**src/hw/rtl/ffrn_pkg.sv**
```systemverilog
`default_nettype none
// ----------------------------------------------------------------------------
// ffrn_pkg
// Shared types and constants of the frame flip / rotate / negate engine.
// ----------------------------------------------------------------------------
package ffrn_pkg;

    localparam int MAX_WIDTH_DEF  = 512;
    localparam int MAX_HEIGHT_DEF = 512;

    localparam int DIM_W   = 10;
    localparam int DIM_MAX = 1023;
    localparam int PIX_W   = 8;
    localparam int MODE_W  = 3;
    localparam int CFG_IDX_W  = 2;
    localparam int CFG_DATA_W = 10;

    localparam logic [CFG_IDX_W-1:0] CFG_FRAME_WIDTH  = 2'd0;
    localparam logic [CFG_IDX_W-1:0] CFG_FRAME_HEIGHT = 2'd1;
    localparam logic [CFG_IDX_W-1:0] CFG_GREY_MAX     = 2'd2;
    localparam logic [CFG_IDX_W-1:0] CFG_MODE         = 2'd3;

    localparam logic [MODE_W-1:0] MODE_COPY  = 3'd0;
    localparam logic [MODE_W-1:0] MODE_NEG   = 3'd1;
    localparam logic [MODE_W-1:0] MODE_HFLIP = 3'd2;
    localparam logic [MODE_W-1:0] MODE_VFLIP = 3'd3;
    localparam logic [MODE_W-1:0] MODE_ROT90 = 3'd4;

    localparam logic REQ_LOAD  = 1'b0;
    localparam logic REQ_FETCH = 1'b1;

    typedef struct packed {
        logic capture;
        logic load;
        logic calc;
        logic mul;
        logic read;
        logic emit;
    } t_cmd;

    typedef struct packed {
        logic frame_full;
        logic out_free;
    } t_sts;

endpackage
`default_nettype wire

```
**src/hw/rtl/ffrn_ctrl.sv**
```systemverilog
`default_nettype none
// ----------------------------------------------------------------------------
// ffrn_ctrl
// Sequencer: steps each transaction through load or fetch phases.
// ----------------------------------------------------------------------------
module ffrn_ctrl (
    input  wire logic          i_clk,
    input  wire logic          i_rst_n,
    input  wire logic          i_in_valid,
    input  wire logic          i_req_type,
    output logic               o_in_stall,
    input  wire ffrn_pkg::t_sts i_sts,
    output ffrn_pkg::t_cmd     o_cmd
);
    import ffrn_pkg::*;

    localparam logic [2:0] S_IDLE = 3'd0;
    localparam logic [2:0] S_LOAD = 3'd1;
    localparam logic [2:0] S_CALC = 3'd2;
    localparam logic [2:0] S_MUL  = 3'd3;
    localparam logic [2:0] S_READ = 3'd4;
    localparam logic [2:0] S_EMIT = 3'd5;

    logic [2:0] r_state;
    logic [2:0] n_state;
    logic       accept;

    assign o_in_stall = (r_state != S_IDLE);
    assign accept     = i_in_valid && !o_in_stall;

    always_comb begin
        n_state = r_state;
        o_cmd   = '0;
        unique case (r_state)
            S_IDLE: begin
                if (accept) begin
                    o_cmd.capture = 1'b1;
                    if (i_req_type == REQ_LOAD) begin
                        n_state = S_LOAD;
                    end else if (i_sts.frame_full) begin
                        n_state = S_CALC;
                    end else begin
                        n_state = S_EMIT;
                    end
                end
            end
            S_LOAD: begin
                o_cmd.load = 1'b1;
                n_state    = S_IDLE;
            end
            S_CALC: begin
                o_cmd.calc = 1'b1;
                n_state    = S_MUL;
            end
            S_MUL: begin
                o_cmd.mul = 1'b1;
                n_state   = S_READ;
            end
            S_READ: begin
                o_cmd.read = 1'b1;
                n_state    = S_EMIT;
            end
            S_EMIT: begin
                if (i_sts.out_free) begin
                    o_cmd.emit = 1'b1;
                    n_state    = S_IDLE;
                end
            end
            default: begin
                n_state = S_IDLE;
            end
        endcase
    end

    always_ff @(posedge i_clk) begin
        if (!i_rst_n) begin
            r_state <= S_IDLE;
        end else begin
            r_state <= n_state;
        end
    end

endmodule
`default_nettype wire

```
**config.mk**
```make
export PLATFORM = sky130hd
export DESIGN_NAME = ffrn_ctrl
export DESIGN_NICKNAME = d
export VERILOG_FILES = /design/src/hw/rtl/ffrn_pkg.sv /design/src/hw/rtl/ffrn_ctrl.sv
export SDC_FILE = /design/constraint.sdc
export NUM_CORES = 1
export LEC_CHECK = 0
export BUFFER_PORTS_ARGS = -buffer_cell sky130_fd_sc_hd__buf_4
export CAP_MARGIN = 30
export CORE_AREA = 2 2 39 41
export DETAILED_ROUTE_END_ITERATION = 8
export DIE_AREA = 0 0 41 43
export HOLD_SLACK_MARGIN = 0.15
export SYNTH_ARGS = -nofsm -noshare
export SYNTH_HDL_FRONTEND = slang
export SYNTH_SLANG_ARGS = --single-unit
```
**constraint.sdc**
```tcl
create_clock -name i_clk -period 1 [get_ports i_clk]
set_input_delay 0.15 -clock i_clk [delete_from_list [all_inputs] [get_ports i_clk]]
set_output_delay 0.15 -clock i_clk [all_outputs]
set_load 0.05 [all_outputs]
```
After elaboration in Yosys (flattened, before gate mapping)
Cells that the tools add are included.
- eq/ne operators: 7
- mux-type cells: 13
- reductions and logical operators: 5
- operators with widths (cell ; count):
    one-hot mux 3 bit (5 select lines) ; 1
    2-to-1 mux 3 bit ; 4
    2-to-1 mux 1 bit ; 8
    == test 3 x 2 -> 1 bit (second input constant) ; 2
    == test 3 bit (second input constant) ; 2
    != test 2 bit (second input constant) ; 2
    == test 3 x 1 -> 1 bit (second input constant) ; 1
    logical NOT 3 bit ; 1
    nonzero test 3 bit ; 1
    AND reduction 2 bit ; 1
    logical AND 1 bit ; 1
    logical NOT 1 bit ; 1
- flip-flop bits (word level): 3
- input port bits: 6
- output and inout port bits: 7
- word-level logic and storage cells: 26

Logic depth before layout (Yosys ltp)
Gate-level depths: netlist of run 1.
- depth in word-level cells: 5
- depth in mapped cells: 4
- mapped depth without buffers: 3

Worst setup path after synthesis of run 1
No wires, ideal clock.
- path type: reg2out
- start point: reg r_state[0]
- end point: out o_cmd[5] (netlist name)
- arrival: 1.735 ns
- required time: 0.850 ns
- path slack: -0.885 ns
- cell stages (with the launch flop): 4
- path buffers: 1
- cells stage by stage: dfxtp_1 -> buf_6 -> or3_1 -> nor2_1
- RTL lines (element ; line ; RTL):
    start, declared ; ffrn_ctrl.sv:24 ; logic [2:0] r_state;
    start signal, assigned ; ffrn_ctrl.sv:79 ; r_state <= n_state;
    end, declared ; ffrn_ctrl.sv:13 ; output ffrn_pkg::t_cmd o_cmd

==> impl_metrics.env, run 1 <==
export IMPL_synth_top_area_share_pct=28.07
export IMPL_fin_util_pct=44.21
export IMPL_rows=14
export IMPL_finalCritPeriodShare_pct=137.5
export IMPL_pin_count=13
export IMPL_clock_path_buffers=2
export IMPL_worst_slack_ps=-375.3
export IMPL_max_slew_margin_pct=83.39
export IMPL_first_global_vias=279
export IMPL_synthTopCellsByArea="dfxtp_1, nor4bb_4, nor2_1, or2b_1, buf_6"
export IMPL_grt_pass1_wl_um=1090
export IMPL_status="finished, violations left"
export IMPL_largest_reg_flops=3
export IMPL_start_util_pct=15.46
export IMPL_ant_nets=0
export IMPL_core_region_area_sq_um=1384
export IMPL_irDropWorstVdd_uv=460.7
export IMPL_p_sw_uw=270.9
export IMPL_grt_setup_unrepaired="true"
export IMPL_wl_per_cell_um=9.903
export IMPL_drt_wl_total_um=713
export IMPL_antenna_cells=0
export IMPL_yosys_area_share_simple_pct=45.61
export IMPL_hold_class="primary input to register"
export IMPL_regMostFlops="r_state"
export IMPL_synthAdderAreaFrac_pct=0
export IMPL_first_pass_iters=2
export IMPL_worstSkewPairLatency_ps=230
export IMPL_max_clock_freq_ghz=0.7271
export IMPL_synth_warnings=0
export IMPL_mappedNetlistArea_sq_um=214.0
export IMPL_power_leakage_uw=0.0002673
export IMPL_synth_xor_area_share_pct=0
export IMPL_drcViolationCount=0
export IMPL_synth_edf_count=0
export IMPL_worstMarginPinSlew_ps=249.1
export IMPL_top_regs="r_state x3"
export IMPL_synth_compound_area_share_pct=17.54
export IMPL_finalHoldViolations=0
export IMPL_io_buffer_count=12
export IMPL_via_per_inst=4.222
export IMPL_violations="negative setup slack"
export IMPL_gr_usage_all_layers_pct=9.920
export IMPL_switching_share_pct=36.58
export IMPL_synth_cell_type_count=16
export IMPL_synthToLayoutAreaGrowth_pct=186.0
export IMPL_place_congestion=0.6633
export IMPL_antenna_found_initial=0
export IMPL_first_iter_violations=2
export IMPL_numCtsBuffers=3
export IMPL_timing_setup_tns_ps=-2430
export IMPL_dpl_hpwl_um=504.8
export IMPL_synth_top_area_cell="dfxtp_1"
export IMPL_clock_skew_ps=1.134
export IMPL_layout_drive_gt1_share_pct=83.93
export IMPL_setup_violations=9
export IMPL_power_frac_seq_pct=19.4
export IMPL_final_net_count=63
export IMPL_clock_sinks=3
export IMPL_synth_most_common_cell="nor2_1"
export IMPL_worstSetupPathType="register to output port"
export IMPL_grt_max_degree=6
export IMPL_clkTransAtPathRegs_ps=40
export IMPL_crit_fanout=5
export IMPL_end_kind="output port"
export IMPL_holdWs_ps=281.6
export IMPL_required_ps=850
export IMPL_min_period_ps=1375
export IMPL_grt_ovfl_total=0
export IMPL_synthMuxAreaShare_pct=0
export IMPL_yosys_top_cells_count="nor2_1, dfxtp_1, inv_1, nand2_1, or2b_1"
export IMPL_ys_seq_elements=3
export IMPL_critPathArrivalTime_ps=1230
export IMPL_cell_internal_pwr_uw=469.7
export IMPL_die_width_um=41
export IMPL_async_reset_ff_share_pct=0
export IMPL_die_area_sq_um=1763
export IMPL_finalMaxSlewViolations=0
export IMPL_synth_ff_type="dfxtp_1"
export IMPL_synth_cells=25
export IMPL_pwr_share_comb_pct=51.9
export IMPL_die_height_um=43
export IMPL_cp_start_kind="register"
export IMPL_p_clk_share_pct=28.6
export IMPL_syn_avg_cell_area_sq_um=8.558
export IMPL_powerDensity_nw_per_um2=1211
export IMPL_yosysSeqAreaShare_pct=28.07
export IMPL_cts_tree="done"
export IMPL_cap_violations=0
export IMPL_synth_nets=31
export IMPL_clockRootBuffer="clkbuf_4"
export IMPL_vias=304
export IMPL_synth_top_family_by_area="simple AND/OR/NAND/NOR gates"
export IMPL_htreeDepth=1
## layout make-up
class / instances / area [sq um]
fillers: 136 / 772.0
repair buffers: 28 / 261.5
multi-input cells: 19 / 225.2
flip-flops and latches: 3 / 68.82
clock buffers: 4 / 26.28
well taps: 16 / 20.02
inverters: 2 / 10.01
## worst paths after layout
kind | from | end | slack, ps | cells after the start
setup reg to reg | r_state[0] | r_state[2] | -180 | 5
hold / removal | i_req_type | r_state[1] | 280 | 3
setup / recovery | r_state[0] | o_cmd[5] | -380 | 3
hold reg to reg | r_state[0] | r_state[1] | 560 | 2
## per-layer routing
layer	vias up	global-route usage [%]	wire length, um
met1	146	8.946	254
met2	7	15.63	419
li1	151	-	-
met4	0	8.000	0
met5	-	0	0
met3	0	4.712	38
## stage by stage
step,total power (uW),cell area (sq um),instances,setup WS [ps]
floorplan,331.9,256.5,25,-319.8
global placement,436.7,430.4,62,-179.0
detailed placement,438.6,430.4,62,-182.0
CTS,725.9,556.8,72,-387.2
global route,788.4,611.8,72,-417.1
finish,740.7,611.8,72,-375.3
## what timing repair did
item                                   4_1_cts  5_1_grt
hold buffers                                 1        0
setup endpoints to repair                    9       10
endpoints found under the hold margin        1        0
gates resized for setup                     16        9
pin swaps                                    6        2
setup buffers                                5        0
## critical path: stages, from the launching register on
cell and delay, ps:
dfxtp_4 340, or3_4 400, nor2_4 100, buf_8 150
## placed cells by master, fill, tap and decap left out, drive strengths merged
cell type and n:
nor2 5, dfxtp 3, or3 1, nand2 2, dlygate4sd3 1, a31oi 1
a211o 1, o31a 1, nor4bb 1, inv 2, clkbuf 4, nor4b 1
buf 27, a2111oi 1, or2b 2, and3 1, nor3 1, a21oi 1
## cells by family (layout without fill, tap and decap cells)
| group | count (synthesis) | in the layout |
|---|---|---|
| buffers and inverters | 3 | 34 |
| and+or+nand+nor | 14 | 14 |
| DFF | 3 | 3 |
| AOI/OAI and AO/OA | 5 | 5 |
## power by group through the flow
| stage | Sequential, uW | Combinational (uW) | Clock, uW |
|---|---|---|---|
| after floorplan | 142 | 190 | 0 |
| after global placement | 146 | 291 | 0 |
| after detailed placement | 146 | 293 | 0 |
| after CTS | 142 | 354 | 229 |
| after global routing | 145 | 406 | 238 |
| final | 144 | 385 | 212 |
Power figures use the tool's default switching activity.
==> run 2, diff against run 1 <==
--- a/config.mk
+++ b/config.mk
@@ -5,12 +5,14 @@
 export SDC_FILE = /design/constraint.sdc
 export NUM_CORES = 1
 export LEC_CHECK = 0
+export ABC_AREA = 1
 export BUFFER_PORTS_ARGS = -buffer_cell sky130_fd_sc_hd__buf_4
 export CAP_MARGIN = 30
 export CORE_AREA = 2 2 39 41
 export DETAILED_ROUTE_END_ITERATION = 8
 export DIE_AREA = 0 0 41 43
 export HOLD_SLACK_MARGIN = 0.15
+export PLACE_DENSITY_LB_ADDON = 0.25
 export SYNTH_ARGS = -nofsm -noshare
 export SYNTH_HDL_FRONTEND = slang
 export SYNTH_SLANG_ARGS = --single-unit
==> constraint.sdc (replaced) <==
create_clock -name i_clk -period 1.43 [get_ports i_clk]
set_input_delay 0.2145 -clock i_clk [delete_from_list [all_inputs] [get_ports i_clk]]
set_output_delay 0.2145 -clock i_clk [all_outputs]
set_load 0.05 [all_outputs]
==> impl_metrics.env, run 2 <==
export IMPL_clock_skew_ps=3.016
export IMPL_synth_top_family_by_area="simple AND/OR/NAND/NOR gates"
export IMPL_clockRootBuffer="clkbuf_4"
export IMPL_worstSkewPairLatency_ps=230
export IMPL_numCtsBuffers=3
export IMPL_required_ps=1220
export IMPL_hold_end="r_state[0]"
export IMPL_vias=260
export IMPL_grt_max_degree=6
export IMPL_yosysSeqAreaShare_pct=26.82
export IMPL_holdPathStages=3
export IMPL_antenna_cells=0
export IMPL_max_stage_delay_ps=360
export IMPL_cp_start_kind="register"
export IMPL_via_per_inst=3.714
export IMPL_die_area_sq_um=1763
export IMPL_first_global_vias=222
export IMPL_clock_path_buffers=2
export IMPL_core_region_area_sq_um=1384
export IMPL_grt_pass1_wl_um=786
export IMPL_finalMaxSlewViolations=0
export IMPL_synth_top_area_cell="dfxtp_1"
export IMPL_finalHoldViolations=0
export IMPL_worstMarginPinSlew_ps=244.9
export IMPL_r2r_cells=4
export IMPL_synthMuxAreaShare_pct=0
export IMPL_timing_setup_tns_ps=0
export IMPL_max_slew_margin_pct=83.65
export IMPL_hold_class="primary input to register"
export IMPL_power_leakage_uw=0.0002135
export IMPL_largest_reg_flops=3
export IMPL_htreeDepth=1
export IMPL_rows=14
export IMPL_regMostFlops="r_state"
export IMPL_critical_path_top_delay_family="flip-flops"
export IMPL_die_height_um=43
export IMPL_post_cts_setup_buffers=0
export IMPL_yosys_top_cells_count="inv_1, nand3_1, nor2_1"
export IMPL_synth_warnings=0
export IMPL_setup_violations=0
export IMPL_ant_nets=0
export IMPL_worstReg2RegEnd="r_state[0]"
export IMPL_syn_avg_cell_area_sq_um=5.894
export IMPL_powerDensity_nw_per_um2=1195
export IMPL_grt_setup_unrepaired="false"
export IMPL_cap_violations=0
export IMPL_synth_compound_area_share_pct=10.61
export IMPL_gr_usage_all_layers_pct=7.329
export IMPL_clock_sinks=3
export IMPL_worstSetupPathType="register to output port"
export IMPL_die_width_um=41
export IMPL_first_pass_iters=4
export IMPL_final_cell_mix="buf_4, inv_1, nand3_1, nand2_1, nor2_1"
export IMPL_fin_util_pct=26.94
export IMPL_synth_xor_area_share_pct=0
export IMPL_pin_count=13
export IMPL_rrSetupSlack_ps=420
export IMPL_layout_drive_gt1_share_pct=40.74
export IMPL_mappedNetlistArea_sq_um=224.0
export IMPL_slowest_stage="dfxtp_1"
export IMPL_start_util_pct=16.18
export IMPL_layout_commonest_cell="buf_4"
export IMPL_drt_wl_total_um=517
export IMPL_final_net_count=61
export IMPL_synth_ff_type="dfxtp_1"
export IMPL_clkTransAtPathRegs_ps=40
export IMPL_wl_per_cell_um=7.386
export IMPL_end_kind="output port"
export IMPL_io_buffer_count=12
export IMPL_max_clock_freq_ghz=0.7490
export IMPL_rr_startpoint="r_state[1]"
export IMPL_drcViolationCount=0
export IMPL_ys_seq_elements=3
export IMPL_yosys_area_share_simple_pct=44.13
export IMPL_synthTopCellsByArea="dfxtp_1, inv_1, nand3_1, nor2_1, nand2_1"
export IMPL_async_reset_ff_share_pct=0
export IMPL_synth_cells=38
export IMPL_first_iter_violations=2
export IMPL_path_cells="nor2_4 -> nand2_4 -> nor2_2 -> buf_4"
export IMPL_top_regs="r_state x3"
export IMPL_status="complete, no violations"
export IMPL_synthToLayoutAreaGrowth_pct=66.48
export IMPL_synth_top_area_share_pct=26.82
export IMPL_place_congestion=0.6372
export IMPL_critPathArrivalTime_ps=1120
export IMPL_synthAdderAreaFrac_pct=0
export IMPL_synth_cell_type_count=11
export IMPL_crit_fanout=5
export IMPL_cp_num_buf_inv=1
export IMPL_synth_edf_count=0
export IMPL_min_period_ps=1335
export IMPL_grt_ovfl_total=0
export IMPL_irDropWorstVdd_uv=319.6
export IMPL_synth_nets=44
export IMPL_finalCritPeriodShare_pct=93.36
export IMPL_hp_start="i_rst_n"
export IMPL_antenna_found_initial=0
export IMPL_cts_tree="done"
export IMPL_synth_most_common_cell="inv_1"
==> run 2: cell types whose count changed after synthesis, sizes merged, moves of 2 or more <==
cell / before / now
o21ai: 0 / 2
nor2: 5 / 7
nand2: 2 / 6
inv: 2 / 11
nand3: 0 / 6
or2b: 2 / 0
==> run 2: what timing repair did <==
action / 4_1_cts / 5_1_grt
hold buffers: 0 / 0
resized for setup: 0 / 2
setup endpoints to repair: 0 / 1
hold endpoints to repair: 0 / 0
==> run 2: cell type report <==
type,count,area (sq um)
Fill cell,168,1011
Timing Repair Buffer,12,90.09
Tap cell,16,20.02
Clock buffer,4,26.28
Sequential cell,3,60.06
Inverter,11,41.29
Multi-Input combinational cell,24,135.1
==> run 2: kinds of logic (layout without fill, tap and decap cells) <==
group           count (synthesis)  in the layout
simple gates                   20             20
compound gates                  4              4
buf+inv                        11             27
flops                           3              3
==> run 2: per-stage QoR <==
stage | worst slack (ps) | cell area [sq um] | power, uW | std cells | hold WS (ps)
floorplan | 64.41 | 231.5 | 245.6 | 38 | 365.5
global placement | 279.0 | 341.6 | 298.4 | 66 | 475.8
detailed placement | 281.4 | 341.6 | 297.8 | 66 | 467.7
CTS | 21.30 | 367.9 | 452.8 | 70 | 222.3
global route | 4.429 | 372.9 | 478.9 | 70 | 239.2
finish | 94.89 | 372.9 | 445.5 | 70 | 229.3
==> run 2: per-layer routing <==
layer | wire [um] | GRT usage (%) | vias to the layer above
met5 | 0 | 0 | -
met4 | 0 | 6.000 | 0
met3 | 50 | 6.283 | 0
met2 | 264 | 10.94 | 8
met1 | 202 | 5.466 | 106
li1 | - | - | 146
==> run 2: worst min-delay path, cell delays in order <==
cell and delay, ps:
buf_4 70, inv_1 50, nor2_1 90
==> run 2: worst max-delay path by stage <==
stage | end | startpoint | depth (start not counted) | slack (ps)
after floorplan | o_cmd[0] | r_state[0] | 2 | 60
after global placement | o_cmd[3] | r_state[2] | 4 | 280
after detailed placement | o_cmd[3] | r_state[2] | 4 | 280
after CTS | o_cmd[3] | r_state[2] | 4 | 20
after global routing | o_cmd[1] | r_state[1] | 4 | 4
final | o_cmd[5] | r_state[1] | 4 | 90
==> run 2: power by group <==
group | internal [uW] | switching (uW)
sequential | 92.8 | 13.3
combinational | 62.8 | 128
clock | 105 | 43.6
==> run 3, diff against run 2 <==
--- a/config.mk
+++ b/config.mk
@@ -12,7 +12,7 @@
 export DETAILED_ROUTE_END_ITERATION = 8
 export DIE_AREA = 0 0 41 43
 export HOLD_SLACK_MARGIN = 0.15
-export PLACE_DENSITY_LB_ADDON = 0.25
+export PLACE_DENSITY = 0.42
 export SYNTH_ARGS = -nofsm -noshare
 export SYNTH_HDL_FRONTEND = slang
 export SYNTH_SLANG_ARGS = --single-unit
==> impl_metrics.env, run 3 (synthesis gave the netlist of run 2 again) <==
export IMPL_clockRootBuffer="clkbuf_4"
export IMPL_status="complete, no violations"
export IMPL_htreeDepth=1
export IMPL_worstSetupPathType="register to output port"
export IMPL_r2r_cells=5
export IMPL_holdPathStages=3
export IMPL_top_regs="r_state x3"
export IMPL_power_frac_seq_pct=23.8
export IMPL_startpoint="r_state[2]"
export IMPL_worstSkewPairLatency_ps=230
export IMPL_final_cell_mix="buf_4, inv_1, nand3_1"
export IMPL_die_height_um=43
export IMPL_ant_nets=0
export IMPL_final_net_count=61
export IMPL_finalCritPeriodShare_pct=94.20
export IMPL_hold_class="primary input to register"
export IMPL_cap_violations=0
export IMPL_drt_wl_total_um=497
export IMPL_antenna_found_initial=0
export IMPL_setup_violations=0
export IMPL_cell_internal_pwr_uw=259.8
export IMPL_antenna_cells=0
export IMPL_grt_ovfl_total=0
export IMPL_max_clock_freq_ghz=0.7424
export IMPL_max_slew_margin_pct=85.05
export IMPL_fin_total_pwr_uw=446.8
export IMPL_irDropWorstVdd_uv=446.5
export IMPL_clock_sinks=3
export IMPL_cp_num_buf_inv=3
export IMPL_vias=270
export IMPL_switching_share_pct=41.87
export IMPL_die_area_sq_um=1763
export IMPL_largest_reg_flops=3
export IMPL_max_stage_delay_ps=420
export IMPL_core_region_area_sq_um=1384
export IMPL_first_iter_violations=6
export IMPL_rr_startpoint="r_state[2]"
export IMPL_critPathArrivalTime_ps=1130
export IMPL_first_global_vias=203
export IMPL_regMostFlops="r_state"
export IMPL_cp_start_kind="register"
export IMPL_cts_tree="done"
export IMPL_clkTransAtPathRegs_ps=40
export IMPL_critical_path_top_delay_family="flip-flops"
export IMPL_io_buffer_count=12
export IMPL_place_congestion=0.6969
export IMPL_dpl_hpwl_um=422.9
export IMPL_power_leakage_uw=0.0002130
export IMPL_die_width_um=41
export IMPL_cts_hold_buffers_added=0
export IMPL_end_kind="output port"
export IMPL_post_cts_setup_buffers=0
export IMPL_gr_usage_all_layers_pct=6.942
export IMPL_rrSetupSlack_ps=400
export IMPL_p_clk_share_pct=33.8
export IMPL_finalMaxSlewViolations=0
export IMPL_layout_commonest_cell="buf_4"
export IMPL_placed_area_sq_um=341.6
export IMPL_start_util_pct=16.18
export IMPL_layout_drive_gt1_share_pct=38.89
export IMPL_worstMarginPinSlew_ps=223.9
export IMPL_wl_per_cell_um=7.100
export IMPL_powerDensity_nw_per_um2=1215
export IMPL_rows=14
export IMPL_ctsResizeCount=0
export IMPL_timing_setup_tns_ps=0
export IMPL_numCtsBuffers=3
export IMPL_grt_pass1_wl_um=807
export IMPL_via_per_inst=3.857
export IMPL_hold_end="r_state[1]"
export IMPL_pwr_share_comb_pct=42.4
export IMPL_finalHoldViolations=0
export IMPL_worstReg2RegEnd="r_state[0]"
export IMPL_crit_fanout=5
export IMPL_path_cells="inv_2 -> nand3_1 -> inv_1 -> buf_4"
export IMPL_clock_skew_ps=7.641
export IMPL_grt_max_degree=6
export IMPL_grt_setup_unrepaired="false"
export IMPL_first_pass_iters=2
export IMPL_min_period_ps=1347
export IMPL_p_sw_uw=187.1
export IMPL_stdcell_area_sq_um=367.9
export IMPL_clock_path_buffers=2
export IMPL_synthToLayoutAreaGrowth_pct=64.25
export IMPL_pin_count=13
export IMPL_slowest_stage="dfxtp_1"
export IMPL_drcViolationCount=0
export IMPL_required_ps=1220
export IMPL_hp_start="i_rst_n"
[run 3: worst max-delay path by stage]
stage | cells after the start | to | slack, ps
floorplan | 2 | o_cmd[0] | 60
global placement | 4 | o_cmd[3] | 240
detailed placement | 4 | o_cmd[3] | 290
CTS | 4 | o_cmd[3] | 30
global route | 4 | o_cmd[3] | 0.4
finish | 4 | o_cmd[3] | 80
[run 3: power by group through the flow]
stage	Clock (uW)	Sequential (uW)	Combinational, uW
2_1_floorplan	0	105	141
3_3_place_gp	0	108	192
3_5_place_dp	0	107	191
4_1_cts	157	106	191
5_1_grt	168	108	206
6_report	151	106	190
[run 3: area by class of cell]
cell class	count	area, sq um
clock buffers	4	26.28
fillers	151	1016
inverters	11	41.29
multi-input cells	24	130.1
flip-flops and latches	3	60.06
well taps	16	20.02
repair buffers	12	90.09
[run 3: tightest hold or removal path, cell delays in order]
cell and delay (ps):
buf_4 80, inv_1 50, nor2_1 100
[run 3: per-stage QoR]
stage	hold slack [ps]	std cells	setup slack, ps	util, %
3_3_place_gp	478.7	66	236.7	24.68
2_1_floorplan	365.5	38	64.41	-
6_report	238.5	70	83.01	26.58
3_5_place_dp	475.1	66	291.4	24.68
4_1_cts	228.8	70	31.35	26.58
5_1_grt	239.4	70	0.4217	26.58
[run 3: metal layers]
layer | track usage, % | wire length [um] | vias up
met3 | 4.712 | 38 | 0
met4 | 4.000 | 0 | 0
met1 | 10.36 | 263 | 118
met2 | 6.875 | 195 | 6
li1 | - | - | 146
met5 | 0 | 0 | -
